===== src/rtl/gbn_pkg.sv =====
`default_nettype none

package gbn_pkg;

  localparam int SEQ_W = 8;
  localparam int LEN_W = 16;
  localparam int WIN_W = 6;
  localparam int CFG_IDX_W = 2;

  // event codes on in_mode
  localparam logic [1:0] MODE_DATA    = 2'd0;
  localparam logic [1:0] MODE_ACK     = 2'd1;
  localparam logic [1:0] MODE_TIMEOUT = 2'd2;

  // configuration register indexes
  localparam logic [CFG_IDX_W-1:0] CFG_WINDOW_SIZE    = 2'd0;
  localparam logic [CFG_IDX_W-1:0] CFG_TIMER_ENABLED  = 2'd1;
  localparam logic [CFG_IDX_W-1:0] CFG_PAYLOAD_LENGTH = 2'd2;

  localparam logic FRAME_DATA = 1'b0;
  localparam logic FRAME_ACK  = 1'b1;

  localparam logic [LEN_W-1:0] ACK_LENGTH = 16'd1;

  localparam logic [WIN_W-1:0] WINDOW_RESET  = 6'd8;
  localparam logic [LEN_W-1:0] PAYLOAD_RESET = 16'd1024;

  typedef enum logic [1:0] {
    ST_IDLE,
    ST_DECODE,
    ST_SEND
  } gbn_state_t;

  typedef struct packed {
    logic latch_in;
    logic rx_frame;
    logic ack_apply;
    logic timeout_apply;
    logic push_data;
  } gbn_cmd_t;

  typedef struct packed {
    logic [1:0] mode;
    logic       ack_valid;
    logic       credit;
    logic       last;
    logic       out_free;
  } gbn_sts_t;

endpackage

`default_nettype wire


===== src/rtl/gbn_ctrl.sv =====
`default_nettype none

module gbn_ctrl (
  input  wire logic              clk,
  input  wire logic              rst_n,
  input  wire logic              in_valid,
  output logic                   in_ready,
  input  wire gbn_pkg::gbn_sts_t sts,
  output gbn_pkg::gbn_cmd_t      cmd
);

  import gbn_pkg::*;

  gbn_state_t state_r;
  gbn_state_t state_nxt;

  always_ff @(posedge clk) begin
    if (!rst_n) begin
      state_r <= ST_IDLE;
    end else begin
      state_r <= state_nxt;
    end
  end

  always_comb begin
    state_nxt = state_r;
    unique case (state_r)
      ST_IDLE: begin
        if (in_valid) state_nxt = ST_DECODE;
      end
      ST_DECODE: begin
        unique case (sts.mode)
          MODE_DATA:    if (sts.out_free) state_nxt = ST_IDLE;
          MODE_ACK:     state_nxt = sts.ack_valid ? ST_SEND : ST_IDLE;
          MODE_TIMEOUT: state_nxt = ST_SEND;
          default:      state_nxt = ST_IDLE;
        endcase
      end
      ST_SEND: begin
        // leave once the window is used up or the last frame is loaded
        if (!sts.credit) state_nxt = ST_IDLE;
        else if (sts.out_free && sts.last) state_nxt = ST_IDLE;
      end
      default: state_nxt = ST_IDLE;
    endcase
  end

  always_comb begin
    cmd      = '0;
    in_ready = 1'b0;
    unique case (state_r)
      ST_IDLE: begin
        in_ready     = 1'b1;
        cmd.latch_in = in_valid;
      end
      ST_DECODE: begin
        unique case (sts.mode)
          MODE_DATA:    cmd.rx_frame = sts.out_free;
          MODE_ACK:     cmd.ack_apply = sts.ack_valid;
          MODE_TIMEOUT: cmd.timeout_apply = 1'b1;
          default:      cmd = '0;
        endcase
      end
      ST_SEND: begin
        cmd.push_data = sts.credit && sts.out_free;
      end
      default: cmd = '0;
    endcase
  end

endmodule

`default_nettype wire


===== src/rtl/gbn_dp.sv =====
`default_nettype none

module gbn_dp #(
  parameter int SEQ_MOD = 256
) (
  input  wire logic                            clk,
  input  wire logic                            rst_n,
  input  wire logic                            cfg_we,
  input  wire logic [gbn_pkg::CFG_IDX_W-1:0]   cfg_index,
  input  wire logic [gbn_pkg::LEN_W-1:0]       cfg_wdata,
  input  wire logic [1:0]                      in_mode,
  input  wire logic [gbn_pkg::SEQ_W-1:0]       in_seq_in,
  input  wire gbn_pkg::gbn_cmd_t               cmd,
  output gbn_pkg::gbn_sts_t                    sts,
  output logic                                 out_valid,
  input  wire logic                            out_ready,
  output logic                                 out_frame_kind,
  output logic [gbn_pkg::SEQ_W-1:0]            out_frame_seq,
  output logic [gbn_pkg::LEN_W-1:0]            out_frame_length,
  output logic                                 out_timer_start,
  output logic                                 out_timer_cancel,
  output logic                                 out_last
);

  import gbn_pkg::*;

  localparam logic [SEQ_W:0]   SEQ_MOD9 = (SEQ_W+1)'(SEQ_MOD);
  localparam logic [SEQ_W:0]   MAX_WIN  = (SEQ_W+1)'(SEQ_MOD - 1);
  localparam logic [2*SEQ_W-1:0] SEQ_MOD16 = (2*SEQ_W)'(SEQ_MOD);

  // reduce an 8-bit number modulo SEQ_MOD by shifted compare/subtract
  function automatic logic [SEQ_W-1:0] seq_reduce(input logic [SEQ_W-1:0] v);
    logic [2*SEQ_W-1:0] acc;
    acc = {{SEQ_W{1'b0}}, v};
    for (int k = SEQ_W - 1; k >= 0; k--) begin
      if (acc >= (SEQ_MOD16 << k)) acc = acc - (SEQ_MOD16 << k);
    end
    return acc[SEQ_W-1:0];
  endfunction

  function automatic logic [SEQ_W-1:0] dist_of(input logic [SEQ_W-1:0] v,
                                               input logic [SEQ_W-1:0] base);
    logic [SEQ_W:0] d;
    d = {1'b0, v} + SEQ_MOD9 - {1'b0, base};
    if (d >= SEQ_MOD9) d = d - SEQ_MOD9;
    return d[SEQ_W-1:0];
  endfunction

  function automatic logic [SEQ_W-1:0] seq_inc(input logic [SEQ_W-1:0] v);
    logic [SEQ_W:0] s;
    s = {1'b0, v} + 1'b1;
    if (s == SEQ_MOD9) s = '0;
    return s[SEQ_W-1:0];
  endfunction

  // configuration
  logic [WIN_W-1:0] window_size_r;
  logic             timer_enabled_r;
  logic [LEN_W-1:0] payload_length_r;

  always_ff @(posedge clk) begin
    if (!rst_n) begin
      window_size_r    <= WINDOW_RESET;
      timer_enabled_r  <= 1'b1;
      payload_length_r <= PAYLOAD_RESET;
    end else if (cfg_we) begin
      unique case (cfg_index)
        CFG_WINDOW_SIZE:    window_size_r    <= cfg_wdata[WIN_W-1:0];
        CFG_TIMER_ENABLED:  timer_enabled_r  <= cfg_wdata[0];
        CFG_PAYLOAD_LENGTH: payload_length_r <= cfg_wdata;
        default:            window_size_r    <= window_size_r;
      endcase
    end
  end

  // protocol state and the latched event
  logic [SEQ_W-1:0] send_base_r,   send_base_nxt;
  logic [SEQ_W-1:0] next_send_r,   next_send_nxt;
  logic [SEQ_W-1:0] expected_rx_r, expected_rx_nxt;
  logic             timer_running_r, timer_running_nxt;
  logic             cancel_pend_r,   cancel_pend_nxt;
  logic [1:0]       mode_r;
  logic [SEQ_W-1:0] seq_r;

  logic [SEQ_W-1:0] dist_next;
  logic [WIN_W-1:0] win;
  logic             start_now;

  always_comb begin
    dist_next = dist_of(next_send_r, send_base_r);
    win = ({{(SEQ_W+1-WIN_W){1'b0}}, window_size_r} > MAX_WIN) ?
          MAX_WIN[WIN_W-1:0] : window_size_r;
    start_now = timer_enabled_r && !timer_running_r;

    sts.mode      = mode_r;
    sts.ack_valid = (seq_r != send_base_r) &&
                    (dist_next >= dist_of(seq_r, send_base_r));
    sts.credit    = {{(SEQ_W-WIN_W){1'b0}}, win} > dist_next;
    // the frame now at next_send is the last one if it fills the window
    sts.last      = ({1'b0, dist_next} + 1'b1) ==
                    {{(SEQ_W+1-WIN_W){1'b0}}, win};
    sts.out_free  = !out_valid || out_ready;
  end

  always_comb begin
    send_base_nxt     = send_base_r;
    next_send_nxt     = next_send_r;
    expected_rx_nxt   = expected_rx_r;
    timer_running_nxt = timer_running_r;
    cancel_pend_nxt   = cancel_pend_r;
    priority if (cmd.latch_in) begin
      cancel_pend_nxt = 1'b0;
    end else if (cmd.rx_frame) begin
      if (seq_r == expected_rx_r) expected_rx_nxt = seq_inc(expected_rx_r);
    end else if (cmd.ack_apply) begin
      timer_running_nxt = 1'b0;
      send_base_nxt     = seq_r;
      cancel_pend_nxt   = 1'b1;
    end else if (cmd.timeout_apply) begin
      timer_running_nxt = 1'b0;
      next_send_nxt     = send_base_r;
      cancel_pend_nxt   = 1'b0;
    end else if (cmd.push_data) begin
      next_send_nxt     = seq_inc(next_send_r);
      timer_running_nxt = timer_running_r || timer_enabled_r;
      cancel_pend_nxt   = 1'b0;
    end else begin
      cancel_pend_nxt = cancel_pend_r;
    end
  end

  always_ff @(posedge clk) begin
    if (!rst_n) begin
      send_base_r     <= '0;
      next_send_r     <= '0;
      expected_rx_r   <= '0;
      timer_running_r <= 1'b0;
      cancel_pend_r   <= 1'b0;
    end else begin
      send_base_r     <= send_base_nxt;
      next_send_r     <= next_send_nxt;
      expected_rx_r   <= expected_rx_nxt;
      timer_running_r <= timer_running_nxt;
      cancel_pend_r   <= cancel_pend_nxt;
    end
  end

  always_ff @(posedge clk) begin
    if (cmd.latch_in) begin
      mode_r <= in_mode;
      seq_r  <= seq_reduce(in_seq_in);
    end
  end

  // output word register
  logic out_valid_r, out_valid_nxt;

  always_comb begin
    out_valid_nxt = out_valid_r;
    if (cmd.rx_frame || cmd.push_data) out_valid_nxt = 1'b1;
    else if (out_ready)                out_valid_nxt = 1'b0;
  end

  always_ff @(posedge clk) begin
    if (!rst_n) begin
      out_valid_r <= 1'b0;
    end else begin
      out_valid_r <= out_valid_nxt;
    end
  end

  always_ff @(posedge clk) begin
    if (cmd.rx_frame) begin
      out_frame_kind   <= FRAME_ACK;
      out_frame_seq    <= (seq_r == expected_rx_r) ? seq_inc(expected_rx_r) : expected_rx_r;
      out_frame_length <= ACK_LENGTH;
      out_timer_start  <= 1'b0;
      out_timer_cancel <= 1'b0;
      out_last         <= 1'b1;
    end else if (cmd.push_data) begin
      out_frame_kind   <= FRAME_DATA;
      out_frame_seq    <= next_send_r;
      out_frame_length <= payload_length_r;
      out_timer_start  <= start_now;
      out_timer_cancel <= cancel_pend_r;
      out_last         <= sts.last;
    end
  end

  assign out_valid = out_valid_r;

  a_load_when_free: assert property (@(posedge clk) disable iff (!rst_n)
    (cmd.rx_frame || cmd.push_data) |-> (!out_valid_r || out_ready))
    else $error("output word overwritten before it was taken");

  a_seq_in_range: assert property (@(posedge clk) disable iff (!rst_n)
    ({1'b0, send_base_r} < SEQ_MOD9) && ({1'b0, next_send_r} < SEQ_MOD9) &&
    ({1'b0, expected_rx_r} < SEQ_MOD9))
    else $error("sequence state out of range");

  a_timer_runs: assert property (@(posedge clk) disable iff (!rst_n)
    (cmd.push_data && timer_enabled_r) |=> timer_running_r)
    else $error("timer not running after a data frame");

  a_ack_cancels: assert property (@(posedge clk) disable iff (!rst_n)
    cmd.ack_apply |=> (!timer_running_r && cancel_pend_r))
    else $error("valid ACK did not cancel the timer");

endmodule

`default_nettype wire


===== src/rtl/go_back_n_link_endpoint.sv =====
// Go-Back-N endpoint: one event word in, zero or more frame words out.
// A data event is latched, decoded, and its ACK word is registered onto out_valid;
// a valid ACK or timeout is latched, decoded, and its data words go out from ST_SEND.
// Data frames go out one per cycle while the output is not stalled; in_ready is low
// until an event is done, so the next event is accepted only back in ST_IDLE.
// Sync reset: sequence state and timer cleared; window 8, timer enabled, payload 1024.
`default_nettype none

module go_back_n_link_endpoint #(
  parameter int SEQ_MOD = 256
) (
  input  wire logic                          clk,
  input  wire logic                          rst_n,
  input  wire logic                          cfg_we,
  input  wire logic [gbn_pkg::CFG_IDX_W-1:0] cfg_index,
  input  wire logic [gbn_pkg::LEN_W-1:0]     cfg_wdata,
  input  wire logic                          in_valid,
  output logic                               in_ready,
  input  wire logic [1:0]                    in_mode,
  input  wire logic [gbn_pkg::SEQ_W-1:0]     in_seq_in,
  output logic                               out_valid,
  input  wire logic                          out_ready,
  output logic                               out_frame_kind,
  output logic [gbn_pkg::SEQ_W-1:0]          out_frame_seq,
  output logic [gbn_pkg::LEN_W-1:0]          out_frame_length,
  output logic                               out_timer_start,
  output logic                               out_timer_cancel,
  output logic                               out_last
);

  import gbn_pkg::*;

  gbn_cmd_t cmd;
  gbn_sts_t sts;

  gbn_ctrl u_ctrl (
    .clk      (clk),
    .rst_n    (rst_n),
    .in_valid (in_valid),
    .in_ready (in_ready),
    .sts      (sts),
    .cmd      (cmd)
  );

  gbn_dp #(
    .SEQ_MOD (SEQ_MOD)
  ) u_dp (
    .clk              (clk),
    .rst_n            (rst_n),
    .cfg_we           (cfg_we),
    .cfg_index        (cfg_index),
    .cfg_wdata        (cfg_wdata),
    .in_mode          (in_mode),
    .in_seq_in        (in_seq_in),
    .cmd              (cmd),
    .sts              (sts),
    .out_valid        (out_valid),
    .out_ready        (out_ready),
    .out_frame_kind   (out_frame_kind),
    .out_frame_seq    (out_frame_seq),
    .out_frame_length (out_frame_length),
    .out_timer_start  (out_timer_start),
    .out_timer_cancel (out_timer_cancel),
    .out_last         (out_last)
  );

endmodule

`default_nettype wire


===== config.mk =====
export PLATFORM = sky130hd
export DESIGN_NAME = go_back_n_link_endpoint
export DESIGN_NICKNAME = d
export VERILOG_FILES = /design/src/rtl/gbn_pkg.sv /design/src/rtl/gbn_ctrl.sv /design/src/rtl/gbn_dp.sv /design/src/rtl/go_back_n_link_endpoint.sv
export SDC_FILE = /design/constraint.sdc
export NUM_CORES = 1
export LEC_CHECK = 0
export BUFFER_PORTS_ARGS = -buffer_cell sky130_fd_sc_hd__buf_2
export CORE_MARGIN = 4
export CORE_UTILIZATION = 55
export CTS_BUF_LIST = sky130_fd_sc_hd__clkbuf_8
export DETAILED_ROUTE_END_ITERATION = 6
export GPL_TIMING_DRIVEN = 0
export PLACE_DENSITY = 0.73
export SLEW_MARGIN = 15
export SYNTH_ARGS = -nofsm -noshare
export SYNTH_HDL_FRONTEND = slang
export SYNTH_HIERARCHICAL = 1
export SYNTH_SLANG_ARGS = --single-unit

===== constraint.sdc =====
create_clock -name clk -period 5.7 [get_ports clk]
set_input_delay 1.71 -clock clk [delete_from_list [all_inputs] [get_ports clk]]
set_output_delay 1.71 -clock clk [all_outputs]
set_load 0.05 [all_outputs]

==> results.yml, run 1 <==
pwr:
  p_switching_mw: 0.343
  p_leak_nw: 2.22
  ir_worst_vdd_v: 0.000144
  power.internal_mw: 0.889
  power_density_nw_per_um2: 221
  seqPwrFrac: 0.558
  p_comb_frac: 0.133
  swShare: 0.279
  clkPwrFrac: 0.309
clock_network:
  hold_buffers: 0
  clockBufferDepth: 2
  clock-root-buffer: "clkbuf_8"
  cts_buffers: 9
  clkSinkCount: 90
  post_cts_resized: 0
  clk_latency_ns: 0.35
  cts_tree: "yes"
  clk_pin_slew_ns: 0.09
  h-tree-depth: 3
  postCtsSetupBuffers: 0
synthesis:
  synth_ff_type: "dfxtp_1"
  synthTopCellsByArea: "dfxtp_1, edfxtp_1, ha_1"
  synth_nets: 619
  syn_area_um2: 4950
  async_flop_share: 0
  synth_top_family_by_area: "simple AND/OR/NAND/NOR gates"
  syn_inst: 552
  yosys_warnings: 6
  synthTopCellsByCount: "dfxtp_1, nand2_1, nor2_1"
  synth_most_common_cell: "dfxtp_1"
  ys_seq_elements: 90
  synthAdderAreaFrac: 0.0929
  ys_seq_area_frac: 0.400
  synth_top_area_frac: 0.291
  synth_top_area_cell: "dfxtp_1"
  synth_simple_gate_area_share: 0.201
  synth_edf_count: 18
  synth-compound-area-share: 0.149
  avgSynthCellArea_um2: 8.98
  synth.area.mux_share: 0.0444
  synth_xor_area_frac: 0.0740
  synthDistinctLibCells: 61
timing:
  worst_slack_ns: 0.922
  tightest_slew_ns: 0.846
  finalWorstPathRequiredPeriod_ns: 4.78
  finClkSkew_ns: 0.0109
  slew_violations: 0
  rsz0062_at_grt: "no"
  max_freq_mhz: 209
  fin_crit_sh: 0.838
  hold_slack_ns: 0.469
  setup_viol: 0
  final-hold-violation-count: 0
  relSlewSlack: 0.432
  tns_ns: 0
finish:
  regArea_um2: 1980
  instances_no_fill: 739
  syn_to_final_growth_pct: 12.6
  finish.utilization: 0.637
  drive_gt1_frac: 0.147
  fillers: 760
  diodes: 0
  nets: 693
  multi_input_area_um2: 2790
die:
  rows: 34
  initial_core_util: 0.565
  fp.coreArea_um2: 8760
  fp.dieW_um: 103
  die_h_um: 103
  io_pins: 63
  dieArea_um2: 10600
hold_path:
  min_path_type: "reg -> reg"
  min_path_cells: 2
  hold_start: "u_dp/payload_length_r[9]$_SDFFE_PN0P_"
drt:
  vias: 4110
  drtAntennaViolNets: 0
  drc: 0
  wl_per_cell_um: 15.5
  vias_per_cell: 5.56
  drt_pass1_iterations: 4
  drt_wl_total_um: 11500
  drtIter0Drc: 176
placed_design:
  routabilityCongestion: 0.929
  dp.cells: 723
  dp_worst_setup_slack_ns: 0.922
  dpl.hpwl_um: 9010
  portBuffers: 62
global_routing:
  grt_max_degree: 16
  antenna_found_initial: 0
  grt_pass1_wl_um: 19000
  grt-ovfl-total: 0
  grt_use_total: 0.230
  grt_pass1_vias: 4002
worst_setup_path:
  worstPathArrival_ns: 4.81
  cp.required_ns: 5.74
  startpoint: "u_dp/send_base_r[0]$_SDFFE_PN0P_"
  r2r-start: "u_dp/send_base_r[0]$_SDFFE_PN0P_"
  crit_type: "reg -> reg"
  crit_path_end_kind: "flip-flop"
  crit_path_max_fanout: 10
  ff2ff_path_depth: 17
  crit_path_start_kind: "flip-flop"
job:
  drv_cap: 0
run_status:
  outcome: "finished clean"
worst max-delay path: stages, from the launching register on:
cell and delay (ns):
dfxtp_1 0.44, ha_1 0.20, inv_1 0.05, fa_1 0.43, xor2_1 0.46, inv_1 0.09
ha_1 0.31, o21a_1 0.12, o21a_1 0.11, o21a_1 0.10, o22ai_1 0.08, maj3_1 0.36
nor3_1 0.20, and4b_2 0.25, clkbuf_1 0.20, clkbuf_1 0.57, nor2_1 0.20, inv_1 0.28
placed cells by master, fill, tap and decap left out, types with 12 or more instances in the layout:
| cell type | n |
|---|---|
| and2_1 | 14 |
| nor3_1 | 12 |
| mux2i_1 | 22 |
| buf_2 | 62 |
| clkbuf_1 | 21 |
| inv_1 | 29 |
| nand2_1 | 65 |
| dfxtp_1 | 72 |
| nand3_1 | 12 |
| edfxtp_1 | 18 |
| a21oi_1 | 26 |
| o21ai_0 | 20 |
| nor2_1 | 47 |
| xor2_1 | 12 |
| a21boi_0 | 26 |
| ha_1 | 32 |
| xnor2_1 | 28 |
power groups by stage:
stage | Combinational (mW) | Clock [mW] | Sequential (mW)
finish | 0.164 | 0.380 | 0.688
global route | 0.180 | 0.421 | 0.690
CTS | 0.165 | 0.394 | 0.688
detailed placement | 0.164 | 0 | 0.703
global placement | 0.159 | 0 | 0.702
floorplan | 0.0807 | 0 | 0.734
cell type report:
type,instances,share of cell area
inverter,28,0.0188
multi-input combinational,411,0.499
buffer,23,0.0155
timing repair buffer,63,0.0570
clock inverter,7,0.00763
sequential,90,0.355
tap,108,0.0242
clock buffer,9,0.0222
path summary, 6_finish.rpt:
path	to	slack, ns
setup reg to reg	u_dp/out_frame_seq[4]$_DFFE_PP_	0.92
setup / recovery	u_dp/out_frame_seq[4]$_DFFE_PP_	0.92
hold / removal	u_dp/payload_length_r[9]$_SDFFE_PN0P_	0.47
hold reg to reg	u_dp/payload_length_r[9]$_SDFFE_PN0P_	0.47
layer usage:
layer	GRT usage	vias to the layer above	wire [µm]
met5	0	-	0
met4	0.0827	0	271
met3	0.0555	20	572
met2	0.384	112	5540
met1	0.288	1922	5090
li1	-	2056	-
state kept, by name (all words and copies together), names as in the netlist:
name	flops
u_dp/out_frame_length	16
u_dp/payload_length_r	16
u_dp/expected_rx_r	8
u_dp/next_send_r	8
u_dp/out_frame_seq	8
u_dp/send_base_r	8
u_dp/seq_r	8
u_dp/win	6
u_ctrl/state_r	2
u_dp/mode_r	2
u_dp/cancel_pend_r	1
u_dp/out_frame_kind	1
u_dp/out_last	1
u_dp/out_timer_cancel	1
u_dp/out_timer_start	1
u_dp/out_valid	1
u_dp/timer_enabled_r	1
u_dp/timer_running_r	1
cell families after synthesis:
| family | after synthesis |
|---|---|
| mux | 22 |
| xor+xnor | 41 |
| fa+ha+maj | 36 |
| buf+inv | 51 |
| flops | 90 |
| simple gates | 201 |
| compound gates | 111 |
metrics by stage:
| stage | power (mW) | instance area, µm² |
|---|---|---|
| finish | 1.23 | 5580 |
| global route | 1.29 | 5580 |
| CTS | 1.25 | 5580 |
| detailed placement | 0.866 | 5410 |
| global placement | 0.861 | 5400 |
| floorplan | 0.814 | 4950 |
(Power assumes the default switching activity.)
==> inputs of run 2 (changes only) <==
==> constraint.sdc (replaced) <==
create_clock -name clk -period 4.6 [get_ports clk]
set_input_delay 1.38 -clock clk [delete_from_list [all_inputs] [get_ports clk]]
set_output_delay 1.38 -clock clk [all_outputs]
set_load 0.05 [all_outputs]
==> run 2 against run 1 <==
Power is 24% higher. Count of clock-buffer cells in the layout did not move. Design area is 0.58% higher. Utilization increased by 0.37 points. Global-route usage increased by 0.099 points. Via count is 0.58% lower. Setup slack lost 0.61 ns. Clock power increased by 24%.
==> results.yml, run 2 (synthesis results as in run 1) <==
timing:
  relSlewSlack: 0.547
  setup_viol: 0
  max_freq_mhz: 233
  fin_crit_sh: 0.933
  finClkSkew_ns: 0.0123
  tns_ns: 0
  finalWorstPathRequiredPeriod_ns: 4.29
  worst_slack_ns: 0.308
  tightest_slew_ns: 0.679
  hold_slack_ns: 0.469
  slew_violations: 0
  rsz0062_at_grt: "yes"
  final-hold-violation-count: 0
global_routing:
  grt_pass1_vias: 4015
  grt-ovfl-total: 0
  grt_pass1_wl_um: 19100
  grt_use_total: 0.231
  grt.met3_usage: 0.0555
  gr-usage-met1: 0.288
  met2_usage: 0.386
  grt_max_degree: 16
  busiest_layer: "met2"
  antenna_found_initial: 0
drt:
  vias: 4086
  wl_per_cell_um: 15.6
  drt_wl_total_um: 11500
  drtAntennaViolNets: 0
  drtIter0Drc: 180
  drc: 0
  vias_per_cell: 5.53
  drt_pass1_iterations: 5
worst_setup_path:
  worstPathArrival_ns: 4.55
  crit_type: "reg -> reg"
  worstSetupEndpoint: "u_dp/next_send_r[7]$_SDFFE_PN0P_"
  startpoint: "u_dp/send_base_r[0]$_SDFFE_PN0P_"
  r2r-start: "u_dp/send_base_r[0]$_SDFFE_PN0P_"
  r2r_setup_slack_ns: 0.31
  crit_path_max_fanout: 10
  crit_path_start_kind: "flip-flop"
  r2r_end: "u_dp/next_send_r[7]$_SDFFE_PN0P_"
  ff2ff_path_depth: 19
  cp.required_ns: 4.86
  crit_path_end_kind: "flip-flop"
die:
  fp.dieW_um: 103
  fp.coreArea_um2: 8760
  io_pins: 63
  rows: 34
  initial_core_util: 0.565
  dieArea_um2: 10600
  die_h_um: 103
run_status:
  outcome: "finished clean"
clock_network:
  h-tree-depth: 3
  clk_latency_ns: 0.36
  hold_buffers: 0
  cts_tree: "yes"
  clockBufferDepth: 2
  clkSinkCount: 90
  postCtsSetupBuffers: 0
  cts_buffers: 9
  clk_pin_slew_ns: 0.09
  clock-root-buffer: "clkbuf_8"
placed_design:
  portBuffers: 62
  dp.cells: 723
  routabilityCongestion: 0.929
  dp_worst_setup_slack_ns: -0.178
  dpl.hpwl_um: 9010
job:
  drv_cap: 0
finish:
  final_cell_mix: "dfxtp_1, nand2_1, buf_2"
  drive_gt1_frac: 0.157
  fillers: 758
  nets: 693
  diodes: 0
  top_regs: "u_dp/out_frame_length: 16 flops, u_dp/payload_length_r: 16 flops"
  instances_no_fill: 739
  finish.utilization: 0.640
  layout_commonest_cell: "dfxtp_1"
  syn_to_final_growth_pct: 13.3
pwr:
  p_leak_nw: 2.22
  ir_worst_vdd_v: 0.000179
  power_density_nw_per_um2: 272
hold_path:
  min_path_type: "reg -> reg"
==> run 2: changes by cell type in the layout (fill, tap and decap cells not counted), sizes merged <==
| cell | before | now |
|---|---|---|
| clkbuf | 30 | 29 |
| buf | 65 | 66 |
==> run 2: stage by stage <==
step / total power, mW / instance area [µm²]
2_1_floorplan: 1.01 / 4950
3_3_place_gp: 1.07 / 5400
3_5_place_dp: 1.07 / 5410
4_1_cts: 1.55 / 5590
5_1_grt: 1.60 / 5610
6_report: 1.53 / 5610
==> run 2: layout make-up <==
type	count	area, µm²	share of cell area
clock buffer	9	124	0.0221
buffer	23	87.6	0.0156
timing repair buffer	63	318	0.0566
clock inverter	7	42.5	0.00758
sequential	90	1980	0.353
tap	108	135	0.0241
multi-input combinational	411	2820	0.502
inverter	28	105	0.0187
==> run 2: power by group <==
part | internal [mW] | leakage (nW) | switching (mW)
sequential | 0.831 | 0.746 | 0.0206
clock | 0.196 | 0.0953 | 0.276
combinational | 0.0742 | 1.38 | 0.130
==> run 2: layer usage <==
metal  vias to the layer above  routed length [µm]  share of wire
met5                         -                   0              0
met4                         0                 316          0.027
met1                      1893                5070           0.44
li1                       2052                   -              -
met3                        24                 557          0.048
met2                       117                5590           0.49
==> run 2: timing repair <==
action | in CTS | in global routing
resized for setup | 2 | 6
endpoints found under the setup margin | 9 | 34
pin swaps | 0 | 1
==> run 2: how the worst min path moves through the flow <==
| stage | to | start | depth (start not counted) | slack, ns |
|---|---|---|---|---|
| global route | u_dp/out_frame_length[0]$_SDFFE_PP1P_ | u_dp/out_frame_length[0]$_SDFFE_PP1P_ | 1 | 0.50 |
| CTS | u_dp/payload_length_r[15]$_SDFFE_PN0P_ | u_dp/payload_length_r[15]$_SDFFE_PN0P_ | 2 | 0.47 |
| global placement | u_dp/out_frame_length[0]$_SDFFE_PP1P_ | u_dp/out_frame_length[0]$_SDFFE_PP1P_ | 1 | 0.44 |
| finish | u_dp/payload_length_r[9]$_SDFFE_PN0P_ | u_dp/payload_length_r[9]$_SDFFE_PN0P_ | 2 | 0.47 |
| detailed placement | u_dp/out_frame_length[0]$_SDFFE_PP1P_ | u_dp/out_frame_length[0]$_SDFFE_PP1P_ | 1 | 0.45 |
| floorplan | u_dp/timer_running_r$_SDFFE_PN0P_ | u_dp/timer_running_r$_SDFFE_PN0P_ | 2 | 0.43 |
==> run 2: worst max-delay path: stages, from the launching register on <==
cell      delay, ns
dfxtp_1        0.44
ha_1           0.19
inv_1          0.05
fa_1           0.45
xor2_2         0.31
inv_1          0.08
ha_1           0.31
o21a_1         0.13
o21a_1         0.11
o21a_1         0.10
o22ai_1        0.08
maj3_1         0.36
nor3_1         0.20
and4b_2        0.25
clkbuf_1       0.19
o211ai_1       0.24
clkbuf_1       0.26
o21ai_0        0.20
o21ai_0        0.09
and2_1         0.16
==> inputs of run 3 (changes only) <==
--- a/config.mk
+++ b/config.mk
@@ -5,13 +5,14 @@
 export SDC_FILE = /design/constraint.sdc
 export NUM_CORES = 1
 export LEC_CHECK = 0
+export ABC_AREA = 1
 export BUFFER_PORTS_ARGS = -buffer_cell sky130_fd_sc_hd__buf_2
 export CORE_MARGIN = 4
 export CORE_UTILIZATION = 55
 export CTS_BUF_LIST = sky130_fd_sc_hd__clkbuf_8
 export DETAILED_ROUTE_END_ITERATION = 6
 export GPL_TIMING_DRIVEN = 0
-export PLACE_DENSITY = 0.73
+export PLACE_DENSITY = 0.81
 export SLEW_MARGIN = 15
 export SYNTH_ARGS = -nofsm -noshare
 export SYNTH_HDL_FRONTEND = slang
==> run 3 against run 2 <==
Non-clock buffer count fell by 9. Hold slack got worse by 0.020 ns. Clock power is 22% higher. Critical endpoint is now u_dp/next_send_r[3]$_SDFFE_PN0P_. Final cell count rose by 14%. Critical path type unchanged. Via count rose by 14%. Count of clock-buffer cells in the layout is the same. Design area increased by 0.29%. Maximum frequency is 4.9% higher. Routed wire length increased by 3.2%. Largest cell class unchanged. Area after synthesis up 0.40%. Highest routed layer unchanged.
==> results.yml, run 3 <==
run_status:
  outcome: "finished clean"
worst_setup_path:
  crit_type: "reg -> reg"
  crit_path_max_fanout: 10
  cp.required_ns: 4.86
  worstPathArrival_ns: 4.36
  crit_path_start_kind: "flip-flop"
  crit_path_end_kind: "flip-flop"
finish:
  nets: 800
  syn_to_final_growth_pct: 13.1
  final_cell_mix: "nand2_1, inv_1, dfxtp_1"
  drive_gt1_frac: 0.149
  fillers: 766
  final_area_um2: 5630
  top_regs: "u_dp/out_frame_length: 16 flops, u_dp/payload_length_r: 16 flops"
  diodes: 0
  layout_commonest_cell: "nand2_1"
timing:
  rsz0062_at_grt: "no"
  relSlewSlack: 0.560
  finClkSkew_ns: 0.0216
  hold_slack_ns: 0.449
  setup_viol: 0
  tns_ns: 0
  fin_crit_sh: 0.889
  max_freq_mhz: 244
  worst_slack_ns: 0.510
  final-hold-violation-count: 0
  finalWorstPathRequiredPeriod_ns: 4.09
  slew_violations: 0
  tightest_slew_ns: 0.658
synthesis:
  synth_top_area_cell: "dfxtp_1"
  syn_area_um2: 4970
  synth_most_common_cell: "nand2_1"
  syn_inst: 660
  synth_top_area_frac: 0.290
  ys_seq_area_frac: 0.398
  synthDistinctLibCells: 39
  async_flop_share: 0
  synth_edf_count: 18
  synth_ff_type: "dfxtp_1"
  synth_nets: 727
  synthTopCellsByArea: "dfxtp_1, edfxtp_1, nand2_1"
  ys_seq_elements: 90
  synthTopCellsByCount: "nand2_1, inv_1, dfxtp_1"
  avgSynthCellArea_um2: 7.54
  yosys_warnings: 6
pwr:
  ir_worst_vdd_v: 0.000225
  p_leak_nw: 2.58
  seqPwrFrac: 0.385
  power.internal_mw: 1.48
  power_density_nw_per_um2: 455
  swShare: 0.424
  clkPwrFrac: 0.224
  p_switching_mw: 1.09
  p_comb_frac: 0.391
drt:
  vias_per_cell: 5.50
  drt_wl_total_um: 11900
  vias: 4651
  drtAntennaViolNets: 0
  drt_pass1_iterations: 5
  drc: 0
  drtIter0Drc: 302
  wl_per_cell_um: 14.1
clock_network:
  clk_latency_ns: 0.37
  post_cts_resized: 0
  clockBufferDepth: 2
  hold_buffers: 0
  h-tree-depth: 3
  postCtsSetupBuffers: 0
  clock-root-buffer: "clkbuf_8"
  clk_pin_slew_ns: 0.11
  cts_tree: "yes"
  cts_buffers: 9
  clkSinkCount: 90
global_routing:
  met2_usage: 0.398
  grt_pass1_vias: 4284
  grt_use_total: 0.226
  grt-ovfl-total: 0
  busiest_layer: "met2"
  grt_max_degree: 18
  grt_pass1_wl_um: 19000
  gr-usage-met1: 0.273
  grt.met3_usage: 0.0372
  antenna_found_initial: 0
die:
  fp.coreArea_um2: 8760
  fp.dieW_um: 103
  rows: 34
  initial_core_util: 0.568
  dieArea_um2: 10600
  io_pins: 63
  die_h_um: 103
hold_path:
  min_path_type: "reg -> reg"
placed_design:
  dpl.hpwl_um: 9220
  place_area_um2: 5420
  portBuffers: 62
  routabilityCongestion: 0.936
  dp_worst_setup_slack_ns: 0.571
job:
  drv_cap: 0
## run 3: power by group through the flow
stage / Sequential (mW) / Clock (mW) / Combinational (mW)
global placement: 0.997 / 0 / 0.965
global route: 0.995 / 0.621 / 1.11
floorplan: 1.24 / 0 / 0.511
CTS: 0.984 / 0.588 / 1.00
detailed placement: 1.00 / 0 / 0.996
finish: 0.985 / 0.575 / 1.00
## run 3: logic make-up (layout without fill, tap and decap cells)
kind of cell    Yosys count  count (layout)  synth area share
compound gates          148             148             0.159
xor+xnor                 22              22            0.0387
fa+ha+maj                34              34            0.0885
buf+inv                 121             199            0.0931
flops                    90              90             0.398
simple gates            245             245             0.222
## run 3: final cells by class
cell class              instances  area, µm²  area share
multi-input cells             449       2530       0.450
inverters                     106        398      0.0707
well taps                     108        135      0.0240
repair buffers                 62        310      0.0551
clock inverters                 7       83.8      0.0149
clock buffers                   9        124      0.0220
plain buffers                  15       65.1      0.0116
flip-flops and latches         90       1980       0.352
## run 3: path summary, 6_finish.rpt
check                                             start                                     to  slack (ns)  cells past startpoint
hold / removal    u_dp/payload_length_r[0]$_SDFFE_PN0P_  u_dp/out_frame_length[0]$_SDFFE_PP1P_        0.45                      2
hold reg to reg   u_dp/payload_length_r[0]$_SDFFE_PN0P_  u_dp/out_frame_length[0]$_SDFFE_PP1P_        0.45                      2
setup / recovery       u_dp/next_send_r[0]$_SDFFE_PN0P_       u_dp/next_send_r[3]$_SDFFE_PN0P_        0.51                     21
setup reg to reg       u_dp/next_send_r[0]$_SDFFE_PN0P_       u_dp/next_send_r[3]$_SDFFE_PN0P_        0.51                     21
## run 3: per-stage QoR
step / power [mW] / utilization / std cells
after global routing: 2.72 / 0.642 / 846
after detailed placement: 2.00 / 0.619 / 830
final: 2.56 / 0.642 / 846
after global placement: 1.96 / 0.619 / 830
after floorplan: 1.75 / - / 660
after CTS: 2.57 / 0.642 / 846
## run 3: routing by layer
metal  routed length, µm  part of all wire
met3                 739             0.062
met5                   0                 0
met1                5080              0.43
met4                 277             0.023
met2                5810              0.49
## run 3: critical path, stage by stage, from the launching register on
cell      delay, ns
dfxtp_1        0.34
inv_1          0.14
ha_1           0.16
inv_1          0.07
fa_1           0.45
nand2_1        0.15
nand2_2        0.11
ha_1           0.28
nand2_1        0.07
o21ai_0        0.20
a21oi_1        0.09
o21ai_0        0.15
nand3_1        0.09
nor2_1         0.18
nand2_1        0.10
nor3_1         0.30
inv_1          0.15
nand2_1        0.10
nand2_1        0.08
nor2_2         0.29
inv_2          0.17
a221oi_1       0.31
